===== src/rtl/s1md_pkg.sv =====
// s1md_pkg: shared types and constants for the SHA-1 message digest block.
// No dependencies.
`timescale 1ns / 1ps
package s1md_pkg;

  localparam logic [31:0] K0 = 32'h5A827999;
  localparam logic [31:0] K1 = 32'h6ED9EBA1;
  localparam logic [31:0] K2 = 32'h8F1BBCDC;
  localparam logic [31:0] K3 = 32'hCA62C1D6;
  localparam logic [31:0] H0 = 32'h67452301;
  localparam logic [31:0] H1 = 32'hEFCDAB89;
  localparam logic [31:0] H2 = 32'h98BADCFE;
  localparam logic [31:0] H3 = 32'h10325476;
  localparam logic [31:0] H4 = 32'hC3D2E1F0;
  localparam logic [7:0]  PAD_BYTE = 8'h80;

  // Classified item passed from the front end to the core.
  typedef struct packed {
    logic [7:0] data_byte;
    logic       has_byte;
    logic       is_last;
  } item_t;

  function automatic logic [31:0] init_word(input logic [2:0] idx);
    logic [31:0] r;
    begin
      case (idx)
        3'd0: r = H0;
        3'd1: r = H1;
        3'd2: r = H2;
        3'd3: r = H3;
        default: r = H4;
      endcase
      return r;
    end
  endfunction

endpackage


===== src/rtl/s1md_front.sv =====
// s1md_front: input front end, drops empty items and queues the rest.
// Depends on s1md_pkg.
`timescale 1ns / 1ps
module s1md_front (
  input  logic              clk_i,
  input  logic              rst_ni,
  input  logic              in_valid_i,
  output logic              in_stall_o,
  input  logic [7:0]        data_byte_i,
  input  logic              has_byte_i,
  input  logic              is_last_i,
  output logic              q_valid_o,
  input  logic              q_pop_i,
  output s1md_pkg::item_t   q_item_o
);
  // two-entry queue
  s1md_pkg::item_t mem_q [2];
  logic       wp_q, wp_d, rp_q, rp_d;
  logic [1:0] cnt_q, cnt_d;
  logic       push, pop, useful;

  assign useful     = has_byte_i | is_last_i;
  assign in_stall_o = (cnt_q == 2'd2);
  assign push       = in_valid_i & ~in_stall_o & useful;
  assign q_valid_o  = (cnt_q != 2'd0);
  assign pop        = q_pop_i & q_valid_o;
  assign q_item_o   = mem_q[rp_q];

  always_comb begin
    wp_d  = wp_q ^ push;
    rp_d  = rp_q ^ pop;
    cnt_d = cnt_q + {1'b0, push} - {1'b0, pop};
  end

  always_ff @(posedge clk_i or negedge rst_ni) begin
    if (!rst_ni) begin
      wp_q  <= 1'b0;
      rp_q  <= 1'b0;
      cnt_q <= 2'd0;
    end else begin
      wp_q  <= wp_d;
      rp_q  <= rp_d;
      cnt_q <= cnt_d;
    end
  end

  always_ff @(posedge clk_i) begin
    if (push) begin
      mem_q[wp_q] <= '{data_byte: data_byte_i, has_byte: has_byte_i, is_last: is_last_i};
    end
  end
endmodule


===== src/rtl/s1md_core.sv =====
// s1md_core: back end; packs bytes, pads, runs 80 rounds, emits digest.
// Depends on s1md_pkg.
`timescale 1ns / 1ps
module s1md_core (
  input  logic              clk_i,
  input  logic              rst_ni,
  input  logic              q_valid_i,
  output logic              q_pop_o,
  input  s1md_pkg::item_t   q_item_i,
  output logic              out_valid_o,
  input  logic              out_stall_i,
  output logic [31:0]       digest_word_o,
  output logic [2:0]        word_index_o,
  output logic              last_word_o
);
  typedef enum logic [6:0] {
    ST_IDLE  = 7'b0000001,
    ST_PAD   = 7'b0000010,
    ST_ZERO  = 7'b0000100,
    ST_LEN   = 7'b0001000,
    ST_ROUND = 7'b0010000,
    ST_FOLD  = 7'b0100000,
    ST_OUT   = 7'b1000000
  } state_e;

  state_e      st_q, st_d;
  logic [31:0] w_q [16];
  logic [31:0] h_q [5];
  logic [31:0] a_q, b_q, c_q, d_q, e_q;
  logic [5:0]  pos_q;
  logic [63:0] bits_q;
  logic [6:0]  rnd_q;
  logic        fin_q;   // this compression belongs to padding
  logic        len_q;   // length still to be written after this block
  logic [2:0]  oidx_q;
  logic        pend_last_q;   // last item whose byte filled a block

  logic [3:0]  t4;
  logic [31:0] wx, wt, f, k, tmp;
  logic        do_byte;
  logic [7:0]  byte_in;
  logic [1:0]  bsel;
  logic [3:0]  widx;

  assign t4 = rnd_q[3:0];
  assign wx = w_q[t4 - 4'd3] ^ w_q[t4 - 4'd8] ^ w_q[t4 - 4'd14] ^ w_q[t4];
  assign wt = (rnd_q < 7'd16) ? w_q[t4] : {wx[30:0], wx[31]};

  always_comb begin
    if (rnd_q < 7'd20) begin
      f = (b_q & c_q) | (~b_q & d_q); k = s1md_pkg::K0;
    end else if (rnd_q < 7'd40) begin
      f = b_q ^ c_q ^ d_q; k = s1md_pkg::K1;
    end else if (rnd_q < 7'd60) begin
      f = (b_q & c_q) | (b_q & d_q) | (c_q & d_q); k = s1md_pkg::K2;
    end else begin
      f = b_q ^ c_q ^ d_q; k = s1md_pkg::K3;
    end
  end
  assign tmp = {a_q[26:0], a_q[31:27]} + f + e_q + wt + k;

  assign q_pop_o = (st_q == ST_IDLE) & q_valid_i;
  assign do_byte = (q_pop_o & q_item_i.has_byte) | (st_q == ST_PAD);
  assign byte_in = (st_q == ST_PAD) ? s1md_pkg::PAD_BYTE : q_item_i.data_byte;
  assign bsel = pos_q[1:0];
  assign widx = pos_q[5:2];

  assign out_valid_o   = (st_q == ST_OUT);
  assign digest_word_o = h_q[oidx_q];
  assign word_index_o  = oidx_q;
  assign last_word_o   = (oidx_q == 3'd4);

  always_comb begin
    st_d = st_q;
    case (st_q)
      ST_IDLE: if (q_pop_o) begin
        if (q_item_i.has_byte && pos_q == 6'd63) st_d = ST_ROUND;
        else if (q_item_i.is_last) st_d = ST_PAD;
      end
      ST_PAD:   st_d = (pos_q == 6'd63) ? ST_ROUND : ST_ZERO;
      // word 14 byte 0 starts the length; word 15 ends a block with no room for the length
      ST_ZERO:  if (pos_q[5:2] == 4'd14 && pos_q[1:0] == 2'd0) st_d = ST_LEN;
                else if (pos_q[5:2] == 4'd15) st_d = ST_ROUND;
      ST_LEN:   st_d = ST_ROUND;
      ST_ROUND: if (rnd_q == 7'd79) st_d = ST_FOLD;
      ST_FOLD:  st_d = len_q ? ST_ZERO : (fin_q ? ST_OUT : (pend_last_q ? ST_PAD : ST_IDLE));
      ST_OUT:   if (!out_stall_i && oidx_q == 3'd4) st_d = ST_IDLE;
      default:  st_d = ST_IDLE;
    endcase
  end

  always_ff @(posedge clk_i or negedge rst_ni) begin
    if (!rst_ni) begin
      st_q <= ST_IDLE; pos_q <= '0; bits_q <= '0; rnd_q <= '0;
      fin_q <= 1'b0; len_q <= 1'b0; oidx_q <= '0; pend_last_q <= 1'b0;
      for (int i = 0; i < 5; i++) h_q[i] <= s1md_pkg::init_word(3'(i));
    end else begin
      st_q <= st_d;
      if (q_pop_o) begin
        pend_last_q <= q_item_i.is_last & q_item_i.has_byte & (pos_q == 6'd63);
        if (q_item_i.has_byte) bits_q <= bits_q + 64'd8;
      end
      if (do_byte) pos_q <= pos_q + 6'd1;
      if (st_q == ST_PAD) begin
        fin_q <= (pos_q <= 6'd55);
        len_q <= (pos_q > 6'd55);
        pend_last_q <= 1'b0;
      end
      if (st_q == ST_ZERO) pos_q <= pos_q + 6'd4 - {4'd0, pos_q[1:0]};
      if (st_q == ST_LEN) begin
        pos_q <= '0; fin_q <= 1'b1; len_q <= 1'b0;
      end
      if (st_q == ST_ROUND) begin
        rnd_q <= (rnd_q == 7'd79) ? 7'd0 : rnd_q + 7'd1;
      end
      if (st_q == ST_FOLD) begin
        h_q[0] <= h_q[0] + a_q; h_q[1] <= h_q[1] + b_q; h_q[2] <= h_q[2] + c_q;
        h_q[3] <= h_q[3] + d_q; h_q[4] <= h_q[4] + e_q;
        if (len_q) fin_q <= 1'b0;
      end
      if (st_q == ST_OUT && !out_stall_i) begin
        oidx_q <= (oidx_q == 3'd4) ? 3'd0 : oidx_q + 3'd1;
        if (oidx_q == 3'd4) begin
          pos_q <= '0; bits_q <= '0; fin_q <= 1'b0;
          for (int i = 0; i < 5; i++) h_q[i] <= s1md_pkg::init_word(3'(i));
        end
      end
    end
  end

  always_ff @(posedge clk_i) begin
    if (do_byte) begin
      case (bsel)
        2'd0: w_q[widx] <= {byte_in, 24'd0};
        2'd1: w_q[widx][23:16] <= byte_in;
        2'd2: w_q[widx][15:8] <= byte_in;
        default: w_q[widx][7:0] <= byte_in;
      endcase
    end
    if (st_q == ST_ZERO && !(pos_q[5:2] == 4'd14 && pos_q[1:0] == 2'd0)) begin
      if (bsel == 2'd0) w_q[widx] <= '0;
    end
    if (st_q == ST_LEN) begin
      w_q[14] <= bits_q[63:32];
      w_q[15] <= bits_q[31:0];
    end
    if (st_q == ST_ROUND && rnd_q >= 7'd16) w_q[t4] <= wt;
    if (st_d == ST_ROUND && st_q != ST_ROUND) begin
      a_q <= h_q[0]; b_q <= h_q[1]; c_q <= h_q[2]; d_q <= h_q[3]; e_q <= h_q[4];
    end else if (st_q == ST_ROUND) begin
      e_q <= d_q; d_q <= c_q; c_q <= {b_q[1:0], b_q[31:2]}; b_q <= a_q; a_q <= tmp;
    end
  end
endmodule


===== src/rtl/sha1_message_digest.sv =====
// Channel | Direction | Handshake            | Payload
// in      | input     | in_valid_i/in_stall_o   | data_byte_i, has_byte_i, is_last_i
// out     | output    | out_valid_o/out_stall_i | digest_word_o, word_index_o, last_word_o
//
// One byte is absorbed per core cycle while the core is idle; a full block is then
// compressed by the single round unit and folded in before more bytes are taken.
// A final item adds padding (0x80 marker, zero fill, 64-bit length) in one or two
// compressions, then five output transactions. A two-entry queue decouples the input.
// Reset is asynchronous, active low; out stalls hold the current digest word.
// Depends on s1md_pkg, s1md_front, s1md_core.
`timescale 1ns / 1ps
module sha1_message_digest (
  input  logic        clk_i,
  input  logic        rst_ni,
  input  logic        in_valid_i,
  output logic        in_stall_o,
  input  logic [7:0]  data_byte_i,
  input  logic        has_byte_i,
  input  logic        is_last_i,
  output logic        out_valid_o,
  input  logic        out_stall_i,
  output logic [31:0] digest_word_o,
  output logic [2:0]  word_index_o,
  output logic        last_word_o
);
  logic            q_valid, q_pop;
  s1md_pkg::item_t q_item;

  // front end: filters empty items, holds up to two transactions
  s1md_front u_front (
    .clk_i, .rst_ni, .in_valid_i, .in_stall_o, .data_byte_i, .has_byte_i,
    .is_last_i, .q_valid_o(q_valid), .q_pop_i(q_pop), .q_item_o(q_item)
  );

  // back end: packing, padding, compression and digest output
  s1md_core u_core (
    .clk_i, .rst_ni, .q_valid_i(q_valid), .q_pop_o(q_pop), .q_item_i(q_item),
    .out_valid_o, .out_stall_i, .digest_word_o, .word_index_o, .last_word_o
  );
endmodule


===== config.mk =====
export PLATFORM = sky130hd
export DESIGN_NAME = sha1_message_digest
export DESIGN_NICKNAME = d
export VERILOG_FILES = /design/src/rtl/s1md_pkg.sv /design/src/rtl/s1md_front.sv /design/src/rtl/s1md_core.sv /design/src/rtl/sha1_message_digest.sv
export SDC_FILE = /design/constraint.sdc
export NUM_CORES = 2
export LEC_CHECK = 0
export BUFFER_PORTS_ARGS = -buffer_cell sky130_fd_sc_hd__buf_2
export CORE_MARGIN = 8
export CORE_UTILIZATION = 55
export DETAILED_ROUTE_END_ITERATION = 6
export GPL_TIMING_DRIVEN = 0
export PLACE_DENSITY = 0.75
export SKIP_LAST_GASP = 1
export SLEW_MARGIN = 20
export SYNTH_ARGS = -nofsm -noshare
export SYNTH_HDL_FRONTEND = slang
export SYNTH_SLANG_ARGS = --single-unit

===== constraint.sdc =====
create_clock -name clk_i -period 10.3 [get_ports clk_i]
set_clock_uncertainty 0.05 [all_clocks]
set_input_delay 0 -clock clk_i [delete_from_list [all_inputs] [get_ports clk_i]]
set_output_delay 0 -clock clk_i [all_outputs]
set_load 0.05 [all_outputs]

==> flow_summary.yaml <==
outcome:
  status: "finished with violations"
  violations: "negative setup slack"
drt:
  remaining_drc_errors: 0
  drtAntennaViolNets: 0
  wl_mm: 226
  drtIter0Drc: 7403
  detail_route.vias_per_cell: 7.12
  drtPass1Iterations: 7
  wire_per_inst_um: 33.7
  vias: 47844
power:
  power_density_nw_per_um2: 211
  vdd_drop_max_mv: 0.160
  p_leak_nw: 25.4
  power_mw: 14.4
synth:
  yosys_most_used_dff: "edfxtp_1"
  ys_async_sr_fraction: 0.266
  synthesis.area_per_instance_um2: 12.5
  yosysSeqAreaShare: 0.441
  ys_ff_latch: 943
  yosys_warnings: 0
  ys_types: 85
  syn_nets: 5323
  netlist_instances: 4943
  synth_edf_count: 692
  synthesis.area_um2: 61600
clock_network:
  clk_latency_ns: 0.75
  clock_path_buffers: 3
  cts_root_buf: "clkbuf_16"
  clk_pin_slew_ns: 0.06
  postCtsSetupBuffers: 0
  h-tree-depth: 3
  cts_tree: "built"
  cts_buffers: 102
  cts.sinks: 943
place:
  place_congestion: 1.07
  dp_hpwl_mm: 165
  port-buffer-count: 51
  dp_slack_ns: -0.339
sta:
  slew_violations: 0
  tightest_slew_ns: 1.30
  rsz0062_at_grt: "false"
  layout_setup_ws_ns: -0.0162
  period_needed_ns: 10.32
  tns_ns: -0.0162
  finalCritPeriodShare: 1.00
  hold_violations: 0
  max_freq_mhz: 96.9
  slew_headroom: 0.127
  setup_violations: 1
floorplanning:
  dieArea_um2: 123000
  die_h_um: 351
  core-area_um2: 111000
  core.rowCount: 122
  die_x_um: 351
  initial_core_util: 0.556
  ios: 52
layout:
  drive_above_1_share: 0.204
  fillers: 8451
  num-nets-final: 5517
  final_cell_mix: "edfxtp_1 (692), nand2_1 (492), mux4_2 (480)"
  final_common_cell: "edfxtp_1"
  syn_to_final_growth_pct: 10.4
global_routing:
  gr-total-overflow: 0
  grt_max_degree: 82
  antenna_found_initial: 4
  grt_pass1_vias: 46908
  grt_util_all_layers: 0.362
  grt_first_pass_wirelength_mm: 321
setup_path:
  max_stage_delay_ns: 0.66
  crit_fanout: 13
  crit_type: "register to register"
  cp_slowest_cell: "xnor2_1"
  crit_family: "compound AO/OA/AOI/OAI gates"
  path_buf_inv: 7
  crit_path_end_kind: "register"
  cp_data_required_time_ns: 10.70
  cp.arrival_ns: 10.71
  crit_path_start_kind: "register"
hold_path:
  min_path_type: "primary input to register"
run:
  cap_violations: 0
## state kept, by name, indices dropped and copies added, names as in the netlist, 20 cells and up
signal and cells:
u_core.w_q 512, u_core.h_q 160, u_core.bits_q 61, u_core.a_q 32, u_core.b_q 32, u_core.c_q 32, u_core.d_q 32, u_core.e_q 32
u_front.mem_q 20
## through the flow
step | hold WS (ns) | util | cell area [µm²] | instances
2_1_floorplan | -0.346 | - | 61600 | 4943
3_3_place_gp | 0.139 | 0.575 | 63700 | 6482
3_5_place_dp | -0.158 | 0.579 | 64100 | 6497
4_1_cts | 0.161 | 0.613 | 67900 | 6715
5_1_grt | 0.214 | 0.614 | 68000 | 6715
6_report | 0.186 | 0.614 | 68000 | 6721
## routing by layer
| layer | global-route usage | wire [µm] | vias up |
|---|---|---|---|
| met5 | 0 | 12 | - |
| met2 | 0.547 | 99200 | 4216 |
| li1 | - | - | 19071 |
| met3 | 0.140 | 34600 | 1067 |
| met4 | 0.251 | 20000 | 2 |
| met1 | 0.426 | 72500 | 23488 |
## synth_stat cells, drive strengths merged (17+ instances only)
library cell  instances  area, µm²
edfxtp              692      20800
nand2               492       1850
mux4                480      10800
nor2                297       1120
inv                 271       1020
a21oi               262       1310
o21ai               255       1280
ha                  242       3030
xnor2               219       1920
clkbuf              177        664
dfrtp               170       4250
fa                  124       2480
a21o                120        901
xor2                109        955
mux2                104       1170
buf                  89        405
dfstp                81       2130
nand3                73        378
mux2i                72        721
nand2b               66        420
o211ai               49        368
nor2b                37        231
o21a                 35        263
a211oi               34        255
nor3                 34        186
a31oi                33        206
o22ai                29        181
and3                 24        150
nand4                24        165
or3                  24        150
o21bai               21        158
and2                 18        113
o221ai               17        149
## worst paths after layout
path	cells past startpoint	end	slack [ns]	start
max in group asynchronous	5	u_core.bits_q[63]$_DFF_PN0_	9.04	rst_ni
worst max-delay path	30	u_core.a_q[31]$_DFFE_PP_	-0.02	u_core.rnd_q[2]$_DFFE_PN0P_
worst min-delay path	5	u_core.word_index_o[2]$_DFFE_PN0P_	0.19	out_stall_i
worst min register to register	1	u_front.cnt_q[1]$_DFF_PN0_	0.45	u_front.cnt_q[1]$_DFF_PN0_
worst max register to register	30	u_core.a_q[31]$_DFFE_PP_	-0.02	u_core.rnd_q[2]$_DFFE_PN0P_
min in group asynchronous	4	u_core.h_q[39]$_DFF_PN0_	0.36	rst_ni
## layout make-up
cell class / instances / area (µm²) / share of cell area
inverters: 272 / 1020 / 0.0150
clock buffers: 136 / 2810 / 0.0413
plain buffers: 265 / 1140 / 0.0167
multi-input cells: 3462 / 32600 / 0.479
flip-flops and latches: 943 / 27200 / 0.399
repair buffers: 91 / 774 / 0.0114
well taps: 1488 / 1860 / 0.0274
clock inverters: 57 / 678 / 0.00997
diodes: 7 / 17.5 / 0.000258
## what timing repair did
| action | in CTS | in global routing |
|---|---|---|
| setup endpoints to repair | 6 | 2 |
| hold endpoints to repair | 279 | 0 |
| resized for setup | 4 | 3 |
| hold buffers | 25 | 0 |
## kinds of logic after synthesis
family,Yosys count,share of synthesized area
flip-flops,943,0.441
AO/OA/AOI/OAI,965,0.0978
buffers and inverters,538,0.0339
multiplexers,656,0.206
XOR/XNOR,328,0.0466
adder cells (fa/ha/maj),366,0.0894
AND/OR/NAND/NOR,1147,0.0851
## worst min-delay path, stage by stage
cell and delay (ns):
dlygate4sd3_1 0.52, buf_2 0.13, nor2_1 0.11, nand2_1 0.08, o21ai_0 0.06
## power breakdown
part           switching (mW)  leakage (nW)  internal [mW]  total, mW
Combinational            3.40          14.6           2.32       5.72
Sequential              0.224          9.18           4.54       4.77
Clock                    1.69          1.68           2.21       3.90
(Power assumes the default switching activity.)
